### config.mk
export PLATFORM = sky130hd
export DESIGN_NAME = integer_to_radix_digits
export DESIGN_NICKNAME = d
export VERILOG_FILES = /design/src/rtl/core/itrd_pkg.sv /design/src/rtl/core/itrd_ram.sv /design/src/rtl/core/integer_to_radix_digits.sv
export SDC_FILE = /design/constraint.sdc
export NUM_CORES = 1
export LEC_CHECK = 0
export BUFFER_PORTS_ARGS = -buffer_cell sky130_fd_sc_hd__buf_2
export CELL_PAD_IN_SITES_DETAIL_PLACEMENT = 0
export CELL_PAD_IN_SITES_GLOBAL_PLACEMENT = 2
export CORE_AREA = 2 2 154 156
export DETAILED_ROUTE_END_ITERATION = 8
export DIE_AREA = 0 0 156 158
export HOLD_SLACK_MARGIN = 0.1
export MAX_ROUTING_LAYER = met4
export PLACE_DENSITY = 0.88
export SKIP_CTS_REPAIR_TIMING = 1
export SYNTH_ARGS = -nofsm -noshare
export SYNTH_HDL_FRONTEND = slang
export SYNTH_HIERARCHICAL = 1
export SYNTH_SLANG_ARGS = --single-unit
### constraint.sdc
create_clock -name clock -period 8.5 [get_ports clock]
set_clock_uncertainty 0.2 [all_clocks]
set_input_delay 1.275 -clock clock [delete_from_list [all_inputs] [get_ports clock]]
set_output_delay 1.275 -clock clock [all_outputs]
set_load 0.005 [all_outputs]
### src/rtl/core/itrd_pkg.sv
`timescale 1ns / 1ps
// ----------------------------------------------------------------------------
// itrd_pkg
// Shared types, constants and the digit-to-ASCII mapping for the integer to
// radix digits converter.
// ----------------------------------------------------------------------------
package itrd_pkg;

   localparam int RADIX_BITS = 6;
   localparam int DIGIT_BITS = 6;
   localparam int CHAR_BITS  = 7;

   localparam logic [RADIX_BITS-1:0] RADIX_RESET = 6'd10;
   localparam logic [RADIX_BITS-1:0] RADIX_MIN   = 6'd2;
   localparam logic [RADIX_BITS-1:0] RADIX_MAX   = 6'd36;

   localparam logic [DIGIT_BITS-1:0] DEC_BASE   = 6'd10;
   localparam logic [CHAR_BITS-1:0]  ASCII_ZERO = 7'd48;
   localparam logic [CHAR_BITS-1:0]  ASCII_A    = 7'd65;

   // one-hot sequencer states
   typedef enum logic [2:0] {
      ST_IDLE = 3'b001,
      ST_DIV  = 3'b010,
      ST_EMIT = 3'b100
   } state_type;

   // '0'..'9' below ten, 'A'..'Z' from ten up
   function automatic logic [CHAR_BITS-1:0] digit_to_ascii(input logic [DIGIT_BITS-1:0] d);
      logic [DIGIT_BITS-1:0] off;
      begin
         off = d - DEC_BASE;
         if (d < DEC_BASE) begin
            digit_to_ascii = ASCII_ZERO + {1'b0, d};
         end else begin
            digit_to_ascii = ASCII_A + {1'b0, off};
         end
      end
   endfunction

endpackage

### src/rtl/core/itrd_ram.sv
`timescale 1ns / 1ps
// ----------------------------------------------------------------------------
// itrd_ram
// Generic simple dual-port RAM: one write port, one read port, registered
// read data.
// ----------------------------------------------------------------------------
module itrd_ram #(
   parameter int WIDTH = 6,
   parameter int DEPTH = 31
) (
   input  logic                       clock,
   input  logic                       wr_en,
   input  logic [$clog2(DEPTH)-1:0]   wr_addr,
   input  logic [WIDTH-1:0]           wr_data,
   input  logic                       rd_en,
   input  logic [$clog2(DEPTH)-1:0]   rd_addr,
   output logic [WIDTH-1:0]           rd_data
);

   logic [WIDTH-1:0] mem [DEPTH];
   logic [WIDTH-1:0] rd_data_ff;

   always_ff @(posedge clock) begin
      if (wr_en) begin
         mem[wr_addr] <= wr_data;
      end
      if (rd_en) begin
         rd_data_ff <= mem[rd_addr];
      end
   end

   assign rd_data = rd_data_ff;

endmodule

### src/rtl/core/integer_to_radix_digits.sv
`timescale 1ns / 1ps
// Digits are found by repeated restoring division, then read out of the digit RAM
//   one per cycle, MSD first; the registered RAM read puts each digit on the
//   output in the cycle after its read.
// One request at a time: start is taken only in idle; busy drops as the last digit shows.
// The receiver cannot stall: each digit is shown for exactly one cycle.
// Reset (synchronous, active high) idles the sequencer and sets radix to 10.
// ----------------------------------------------------------------------------
// integer_to_radix_digits
// Converts one unsigned integer into ASCII digits of a configurable radix
// (2..36) by repeated division, then streams the digits out MSD first.
// ----------------------------------------------------------------------------
module integer_to_radix_digits #(
   parameter int VALUE_BITS = 31
) (
   input  logic                              clock,
   input  logic                              reset,
   // request channel
   input  logic                              start,
   output logic                              busy,
   input  logic [VALUE_BITS-1:0]             req_value,
   // digit stream
   output logic                              rsp_strobe,
   output logic [itrd_pkg::CHAR_BITS-1:0]    rsp_digit_char,
   output logic                              rsp_last_digit,
   // radix register
   input  logic                              csr_wr_en,
   input  logic [itrd_pkg::RADIX_BITS-1:0]   csr_wr_data
);

   import itrd_pkg::*;

   localparam int ADDR_BITS = $clog2(VALUE_BITS);     // digit index / bit counter
   localparam int CNT_BITS  = $clog2(VALUE_BITS + 1); // digit count, holds VALUE_BITS

   // ------------------------------------------------------------------------
   // Registers
   // ------------------------------------------------------------------------
   state_type               state_ff,  state_in;
   logic [RADIX_BITS-1:0]   radix_ff;
   logic [VALUE_BITS-1:0]   quot_ff,   quot_in;    // dividend in, quotient out
   logic [DIGIT_BITS-1:0]   rem_ff,    rem_in;     // partial remainder
   logic [ADDR_BITS-1:0]    bit_ff,    bit_in;     // division step counter
   logic [CNT_BITS-1:0]     cnt_ff,    cnt_in;     // digits found so far
   logic [ADDR_BITS-1:0]    idx_ff,    idx_in;     // readout index, MSD down
   logic                    pend_ff,   pend_in;    // RAM read data is a digit
   logic                    last_ff,   last_in;

   // ------------------------------------------------------------------------
   // Shared restoring divider datapath: one quotient bit per cycle
   // ------------------------------------------------------------------------
   logic [RADIX_BITS-1:0]   eff_radix;
   logic [RADIX_BITS:0]     trial;
   logic [RADIX_BITS:0]     diff;
   logic                    qbit;
   logic [VALUE_BITS-1:0]   quot_shift;
   logic [DIGIT_BITS-1:0]   rem_next;
   logic                    div_last;

   // out-of-range radix codes clamp to the nearest legal base
   always_comb begin
      if (radix_ff < RADIX_MIN) begin
         eff_radix = RADIX_MIN;
      end else if (radix_ff > RADIX_MAX) begin
         eff_radix = RADIX_MAX;
      end else begin
         eff_radix = radix_ff;
      end
   end

   assign trial      = {rem_ff, quot_ff[VALUE_BITS-1]};
   assign qbit       = (trial >= {1'b0, eff_radix});
   assign diff       = qbit ? (trial - {1'b0, eff_radix}) : trial;
   assign rem_next   = diff[DIGIT_BITS-1:0];
   assign quot_shift = {quot_ff[VALUE_BITS-2:0], qbit};
   assign div_last   = (bit_ff == ADDR_BITS'(VALUE_BITS - 1));

   // ------------------------------------------------------------------------
   // Digit store
   // ------------------------------------------------------------------------
   logic                    ram_we;
   logic                    ram_re;
   logic [DIGIT_BITS-1:0]   ram_rd_data;

   assign ram_we = (state_ff == ST_DIV) && div_last;
   assign ram_re = (state_ff == ST_EMIT);

   itrd_ram #(
      .WIDTH (DIGIT_BITS),
      .DEPTH (VALUE_BITS)
   ) u_digit_ram (
      .clock   (clock),
      .wr_en   (ram_we),
      .wr_addr (cnt_ff[ADDR_BITS-1:0]),
      .wr_data (rem_next),
      .rd_en   (ram_re),
      .rd_addr (idx_ff),
      .rd_data (ram_rd_data)
   );

   // ------------------------------------------------------------------------
   // Sequencer
   // ------------------------------------------------------------------------
   always_comb begin
      state_in = state_ff;
      quot_in  = quot_ff;
      rem_in   = rem_ff;
      bit_in   = bit_ff;
      cnt_in   = cnt_ff;
      idx_in   = idx_ff;
      pend_in  = 1'b0;
      last_in  = 1'b0;

      case (state_ff)
         ST_IDLE: begin
            if (start) begin
               quot_in  = req_value;
               rem_in   = '0;
               bit_in   = '0;
               cnt_in   = '0;
               state_in = ST_DIV;
            end
         end
         ST_DIV: begin
            quot_in = quot_shift;
            if (div_last) begin
               // remainder is the next digit; restart on the quotient
               rem_in = '0;
               bit_in = '0;
               cnt_in = cnt_ff + CNT_BITS'(1);
               if (quot_shift == '0) begin
                  idx_in   = cnt_ff[ADDR_BITS-1:0];
                  state_in = ST_EMIT;
               end
            end else begin
               rem_in = rem_next;
               bit_in = bit_ff + ADDR_BITS'(1);
            end
         end
         ST_EMIT: begin
            // one read per cycle; the digit shows the cycle after
            pend_in = 1'b1;
            last_in = (idx_ff == '0);
            idx_in  = idx_ff - ADDR_BITS'(1);
            if (idx_ff == '0) begin
               state_in = ST_IDLE;
            end
         end
         default: begin
            state_in = ST_IDLE;
         end
      endcase
   end

   always_ff @(posedge clock) begin
      if (reset) begin
         state_ff <= ST_IDLE;
         radix_ff <= RADIX_RESET;
         bit_ff   <= '0;
         cnt_ff   <= '0;
         pend_ff  <= 1'b0;
         last_ff  <= 1'b0;
      end else begin
         state_ff <= state_in;
         bit_ff   <= bit_in;
         cnt_ff   <= cnt_in;
         pend_ff  <= pend_in;
         last_ff  <= last_in;
         if (csr_wr_en) begin
            radix_ff <= csr_wr_data;
         end
      end
   end

   always_ff @(posedge clock) begin
      quot_ff <= quot_in;
      rem_ff  <= rem_in;
      idx_ff  <= idx_in;
   end

   // ------------------------------------------------------------------------
   // Outputs
   // ------------------------------------------------------------------------
   assign busy           = (state_ff != ST_IDLE);
   assign rsp_strobe     = pend_ff;
   assign rsp_digit_char = digit_to_ascii(ram_rd_data);
   assign rsp_last_digit = pend_ff && last_ff;

   // ------------------------------------------------------------------------
   // Assertions
   // ------------------------------------------------------------------------
   a_last_ends_run: assert property (@(posedge clock) disable iff (reset)
      rsp_strobe && rsp_last_digit |=> !rsp_strobe)
      else $error("digit strobe after last digit");

   a_idle_only_last: assert property (@(posedge clock) disable iff (reset)
      !busy && rsp_strobe |-> rsp_last_digit)
      else $error("non-final digit while idle");

   a_rem_below_radix: assert property (@(posedge clock) disable iff (reset)
      (state_ff == ST_DIV) |-> (rem_ff < eff_radix))
      else $error("partial remainder not below radix");

   a_count_bound: assert property (@(posedge clock) disable iff (reset)
      cnt_ff <= CNT_BITS'(VALUE_BITS))
      else $error("digit count overflow");

   a_emit_nonempty: assert property (@(posedge clock) disable iff (reset)
      (state_ff == ST_EMIT) |-> (cnt_ff != '0))
      else $error("readout with no digits stored");

endmodule
Yosys cells after proc, flatten, opt, wreduce, memory -nomap -nowiden
Memory sizes are Yosys's and may differ from the RTL's. A register that Yosys moved wholly into a read port is not among the register bits.
Index checks and enable logic that the tools add are counted.
- add/subtract/negate cells: 7
- magnitude comparators: 4
- equal/unequal tests: 9
- muxes and demuxes: 25
- bitwise logic cells: 1
- reduce and logical (&&, ||, !) cells: 11
- operators by type and width (cell ; count):
    $pmux W31 S2 ; 1
    $logic_not A31 Y1 ; 1
    $mux W31 ; 1
    $mux W6 ; 5
    $pmux W5 S2 ; 3
    $mux W5 ; 5
    $mux W3 ; 4
    $pmux W6 S2 ; 1
    $add A5 B1 Y5 const B ; 2
    $pmux W3 S3 ; 1
    $add A6 B6 Y7 const A ; 1
    $add A7 B6 Y7 const A ; 1
    $ge A7 B6 Y1 ; 1
    $mux W7 ; 1
    $gt A6 B6 Y1 const B ; 1
    $lt A6 B2 Y1 const B ; 1
    $lt A6 B4 Y1 const B ; 1
    $reduce_and A3 Y1 ; 2
    $sub A6 B4 Y6 const B ; 1
    $sub A6 B6 Y6 ; 1
    $eq A5 B5 Y1 const B ; 1
    $logic_not A5 Y1 ; 1
    $sub A5 B1 Y5 const B ; 1
    $ne A2 B1 Y1 const B ; 2
    12 further kinds ; 17
- register bits after elaboration: 63
- bits in writable memories: 186
- output and inout bits: 10
- word-level logic and storage cells: 67
- memories kept: 1
- memories (memory ; words ; width ; read ports ; clocked after memory_dff ; write ports ; line ; RTL):
    u_digit_ram.mem ; 31 ; 6 ; 1 ; 1 ; 1 ; itrd_ram.sv:20 ; logic [WIDTH-1:0] mem [DEPTH];

Depth between registers and ports, before layout
- word-level depth: 8
- gate-level depth with buffers: 11
- depth with buffers taken out: 11

Cells and area by module
The synthesis kept the hierarchy.
- modules (own cells, without submodules) (module ; instances ; cells an instance ; area an instance (um^2) ; sequential area each (um^2)):
    itrd_ram ; 1 ; 387 ; 7602.3 ; 5765.5
    integer_to_radix_digits ; 1 ; 328 ; 3528.4 ; 1681.6

Worst setup path after synthesis
Ideal clock, no wire load.
- path kind: input to register
- from: input start
- to: register cnt_ff[2]
- library setup time: 114 ps
- data arrival time: 2897 ps
- data required time: 8186 ps
- setup slack: 5288 ps
- stages on the path: 6
- buffers on the path: 0
- cells stage by stage: nand3b_1 > a21o_1 > clkinv_1 > nand3_1 > xor2_1 > nor2_1
- word-level cells in the longest chain between the ends: 2
- RTL lines (what ; line ; RTL):
    start: declaration ; integer_to_radix_digits.sv:19 ; input logic start,
    $ne A2 B2 Y1 (no source line) ; n/a ;
    $reduce_and A3 Y1 (no source line) ; n/a ;
    end signal: assignment ; integer_to_radix_digits.sv:166 ; cnt_ff <= cnt_in;
    end: declaration ; integer_to_radix_digits.sv:44 ; logic [CNT_BITS-1:0] cnt_ff, cnt_in;
Every way passes these cells.
A chain may end at the register's enable or synchronous reset.

Final worst setup path
- from: register u_digit_ram.rd_data_ff[1] (netlist: u_digit_ram/rd_data[1]) (read register of u_digit_ram.mem)
- to: output rsp_digit_char[5] in the netlist's numbering
- word-level cells in the longest chain between the ends: 3
- elaborated cells between the ends (all ways): 5
- RTL lines (what ; line ; RTL):
    start: declaration ; itrd_ram.sv:21 ; logic [WIDTH-1:0] rd_data_ff;
    $sub A6 B4 Y6 ; itrd_pkg.sv:32 ; off = d - DEC_BASE;
    $add A7 B6 Y7 ; itrd_pkg.sv:36 ; digit_to_ascii = ASCII_A + {1'b0, off};
    $mux W7 (*) ; itrd_pkg.sv:33 ; if (d < DEC_BASE) begin
    end: declaration ; integer_to_radix_digits.sv:24 ; output logic [itrd_pkg::CHAR_BITS-1:0] rsp_digit_char,
Every way passes the cells marked *; elsewhere a longest branch is shown, timed or not.

==> impl_metrics.py <==
metrics = {
    "detailed_routing": {
        "drt-vias-per-instance": 5.84,
        "dr_wl_met2_um": 12100,
        "met3_length_um": 1280,
        "ant_nets": 0,
        "wl_um": 23300,
        "drt_iter0_drc": 505,
        "dr.pass1.iters": 4,
        "wl_met1_um": 9450,
        "routedWlPerCell_um": 21.6,
        "highest_layer": "met4",
        "vias": 6295,
        "drc": 0,
    },
    "placed_design": {
        "pre_cts_slack_ps": 5130,
        "place_hpwl_um": 15400,
        "place_area_um2": 11600,
        "place_congestion": 0.834,
        "place_inst": 1032,
        "io_buffers": 50,
    },
    "setup_path": {
        "slowest_stage": "or4_1",
        "critical_path.max_stage_delay_ps": 420,
        "worstPathRequired_ps": 7030,
        "worstSetupPathType": "flip-flop to primary output",
        "cp_cell_sequence": "inv_1 > ha_1 > nand2b_1 > nand4_1 > or4_1 > o21ai_0 > a211oi_1 > buf_2",
        "endpoint_kind": "primary output",
        "startpoint_type": "flip-flop",
        "critPathMaxFanout": 7,
        "cp_top_family": "simple AND/OR/NAND/NOR gates",
        "cp.buffers_inverters": 2,
        "arrival_ps": 2430,
    },
    "layout": {
        "multi_input_area_um2": 3470,
        "fin_nets": 827,
        "final_cells": 1078,
        "drive_gt1_share_pct": 20.8,
        "area_growth_pct": 11.5,
        "diodes": 0,
        "design_area_um2": 12400,
        "seq_area_um2": 7450,
        "fillers": 1847,
    },
    "cts": {
        "h-tree-depth": 1,
        "cts_tree": "done",
        "clock_sinks": 255,
        "cts.clk_slew.worst_paths_ps": 60,
        "clock_latency_ps": 520,
        "clk_path_buf_depth": 3,
        "numCtsBuffers": 26,
        "cts-root-buf": "clkbuf_16",
    },
    "synthesis": {
        "synth_top_area_share_pct": 63.1,
        "synth_nets": 772,
        "synth.ff_latch_count": 255,
        "synth_edf_count": 234,
        "syn_area_um2": 11100,
        "ys_types": 63,
        "netlist_instances": 715,
        "yosys.area.top_type": "edfxtp_1",
        "synthFlopType": "edfxtp_1",
        "async_flop_share_pct": 0,
        "synth_area_per_cell_um2": 15.6,
        "yosysSeqAreaShare_pct": 66.9,
        "yosysWarningCount": 6,
        "ys_top_cells_by_area": "edfxtp_1 (63%), mux4_2 (5.9%), dfxtp_1 (3.8%)",
    },
    "floorplan": {
        "start_util_pct": 48.3,
        "core_area_um2": 23100,
        "std_cell_rows": 56,
        "die_w_um": 156,
        "design.portCount": 51,
        "die_y_um": 158,
        "dieArea_um2": 24600,
    },
    "global_routing": {
        "grtUsageTotal_pct": 19.7,
        "grt_pass1_vias": 6458,
        "antenna_found_initial": 0,
        "gr-total-overflow": 0,
        "grt_first_pass_wirelength_um": 35700,
        "grt_max_degree": 47,
    },
    "outcome": {
        "outcome": "complete, no violations",
    },
    "timing": {
        "tns_ps": 0,
        "setup_viol": 0,
        "period_needed_ps": 3910,
        "report.final.slew_viol_count": 0,
        "fin_crit_sh_pct": 46.0,
        "hold_viol": 0,
        "fmax_ghz": 0.256,
        "rsz0062_at_grt": "no",
        "tightest_slew_ps": 1040,
        "fin_ws_ps": 4590,
        "slew_headroom_pct": 30.7,
    },
    "pwr": {
        "power.density_nw_per_um2": 217,
        "max-vdd-ir-drop_v": 0.000150,
        "leakagePower_uw": 0.00419,
    },
    "job": {
        "drv_cap": 0,
    },
    "worst_hold_path": {
        "hold_class": "flip-flop to flip-flop",
    },
}
## final cells by class
type | count | area share, %
clock buffer | 37 | 5.83
clock inverter | 9 | 0.524
inverter | 15 | 0.454
multi-input combinational | 417 | 27.9
sequential | 255 | 60.0
tap | 290 | 2.92
timing repair buffer | 55 | 2.32
## worst paths after layout
| path | cells after the start | start | slack, ps | end |
|---|---|---|---|---|
| hold reg to reg | 2 | radix_ff[0] | 310 | radix_ff[0] |
| setup / recovery | 8 | u_digit_ram/rd_data[1] | 4590 | rsp_digit_char[5] |
| hold / removal | 2 | radix_ff[0] | 310 | radix_ff[0] |
| setup reg to reg | 9 | radix_ff[4] | 5120 | rem_ff[5] |
## per-layer routing
layer  vias up  global-route usage (%)
met1      3153                    24.5
li1       2916                       -
met5         -                       -
met4         0                    4.67
met3        36                    2.76
met2       190                    34.4
## cell families (layout without fill, tap and decap cells)
family	after synthesis	in the layout	synth area share, %
buffers and inverters	43	116	2.02
and+or+nand+nor	199	199	9.13
AOI/OAI and AO/OA	91	91	5.76
xor gates and xnor gates	13	13	1.02
adders and majority gates	16	16	1.87
muxes	98	98	13.3
DFF	255	255	66.9
## through the flow
stage / utilization (%) / hold WS [ps] / power [uW]
after floorplan: - / 261 / 1590
after global placement: 50.4 / 290 / 1660
after detailed placement: 50.4 / 301 / 1670
after CTS: 53.8 / 310 / 2730
after global routing: 53.8 / 337 / 2790
final: 53.8 / 310 / 2700
## cell usage after synthesis, drive strengths merged (8+ instances only)
| cell type | number |
|---|---|
| mux2 | 38 |
| ha | 15 |
| mux2i | 26 |
| clkbuf | 10 |
| nor3 | 9 |
| nand4 | 11 |
| nor2 | 69 |
| nand3b | 8 |
| buf | 18 |
| nand3 | 15 |
| nand2 | 28 |
| nand2b | 8 |
| nor2b | 12 |
| mux4 | 34 |
| inv | 14 |
| dfxtp | 21 |
| a21oi | 21 |
| a22oi | 11 |
| edfxtp | 234 |
| o21ai | 16 |
## sequential cells by signal (all words and copies together), names as in the netlist, 3 cells and up
name	cells
cnt_ff	5
idx_ff	5
u_digit_ram/mem	186
rem_ff	6
state_ff	3
radix_ff	6
bit_ff	5
quot_ff	31
u_digit_ram/rd_data	6
## cells in the final DEF (no fill, tap or decap), types with 8 or more instances in the layout
cell type / Yosys / final
mux4_2: 29 / 29
a21oi_1: 20 / 20
inv_1: 14 / 14
nand3b_1: 8 / 8
nand3_1: 15 / 15
ha_1: 15 / 15
buf_2: 11 / 50
nand4_1: 11 / 11
nor3_1: 9 / 9
edfxtp_1: 234 / 234
nand2b_1: 8 / 8
a22oi_1: 11 / 11
mux2i_1: 26 / 26
nor2b_1: 12 / 12
clkbuf_1: 10 / 9
nand2_1: 28 / 28
clkbuf_16: 0 / 27
dfxtp_1: 21 / 21
nor2_1: 69 / 69
o21ai_0: 15 / 15
mux2_2: 36 / 36
## worst min-delay path, cell delays in order (launching register included)
cell	delay, ps
dfxtp_1	330
mux2i_1	70
nor2_1	70
## where the power goes
part,total [uW],leakage (uW),switching (uW),internal [uW]
Combinational,171,0.00149,126,44.7
Sequential,1470,0.00231,10.8,1460
Clock,1060,0.000387,438,618
Note: power is estimated with default switching activity, not from simulation.
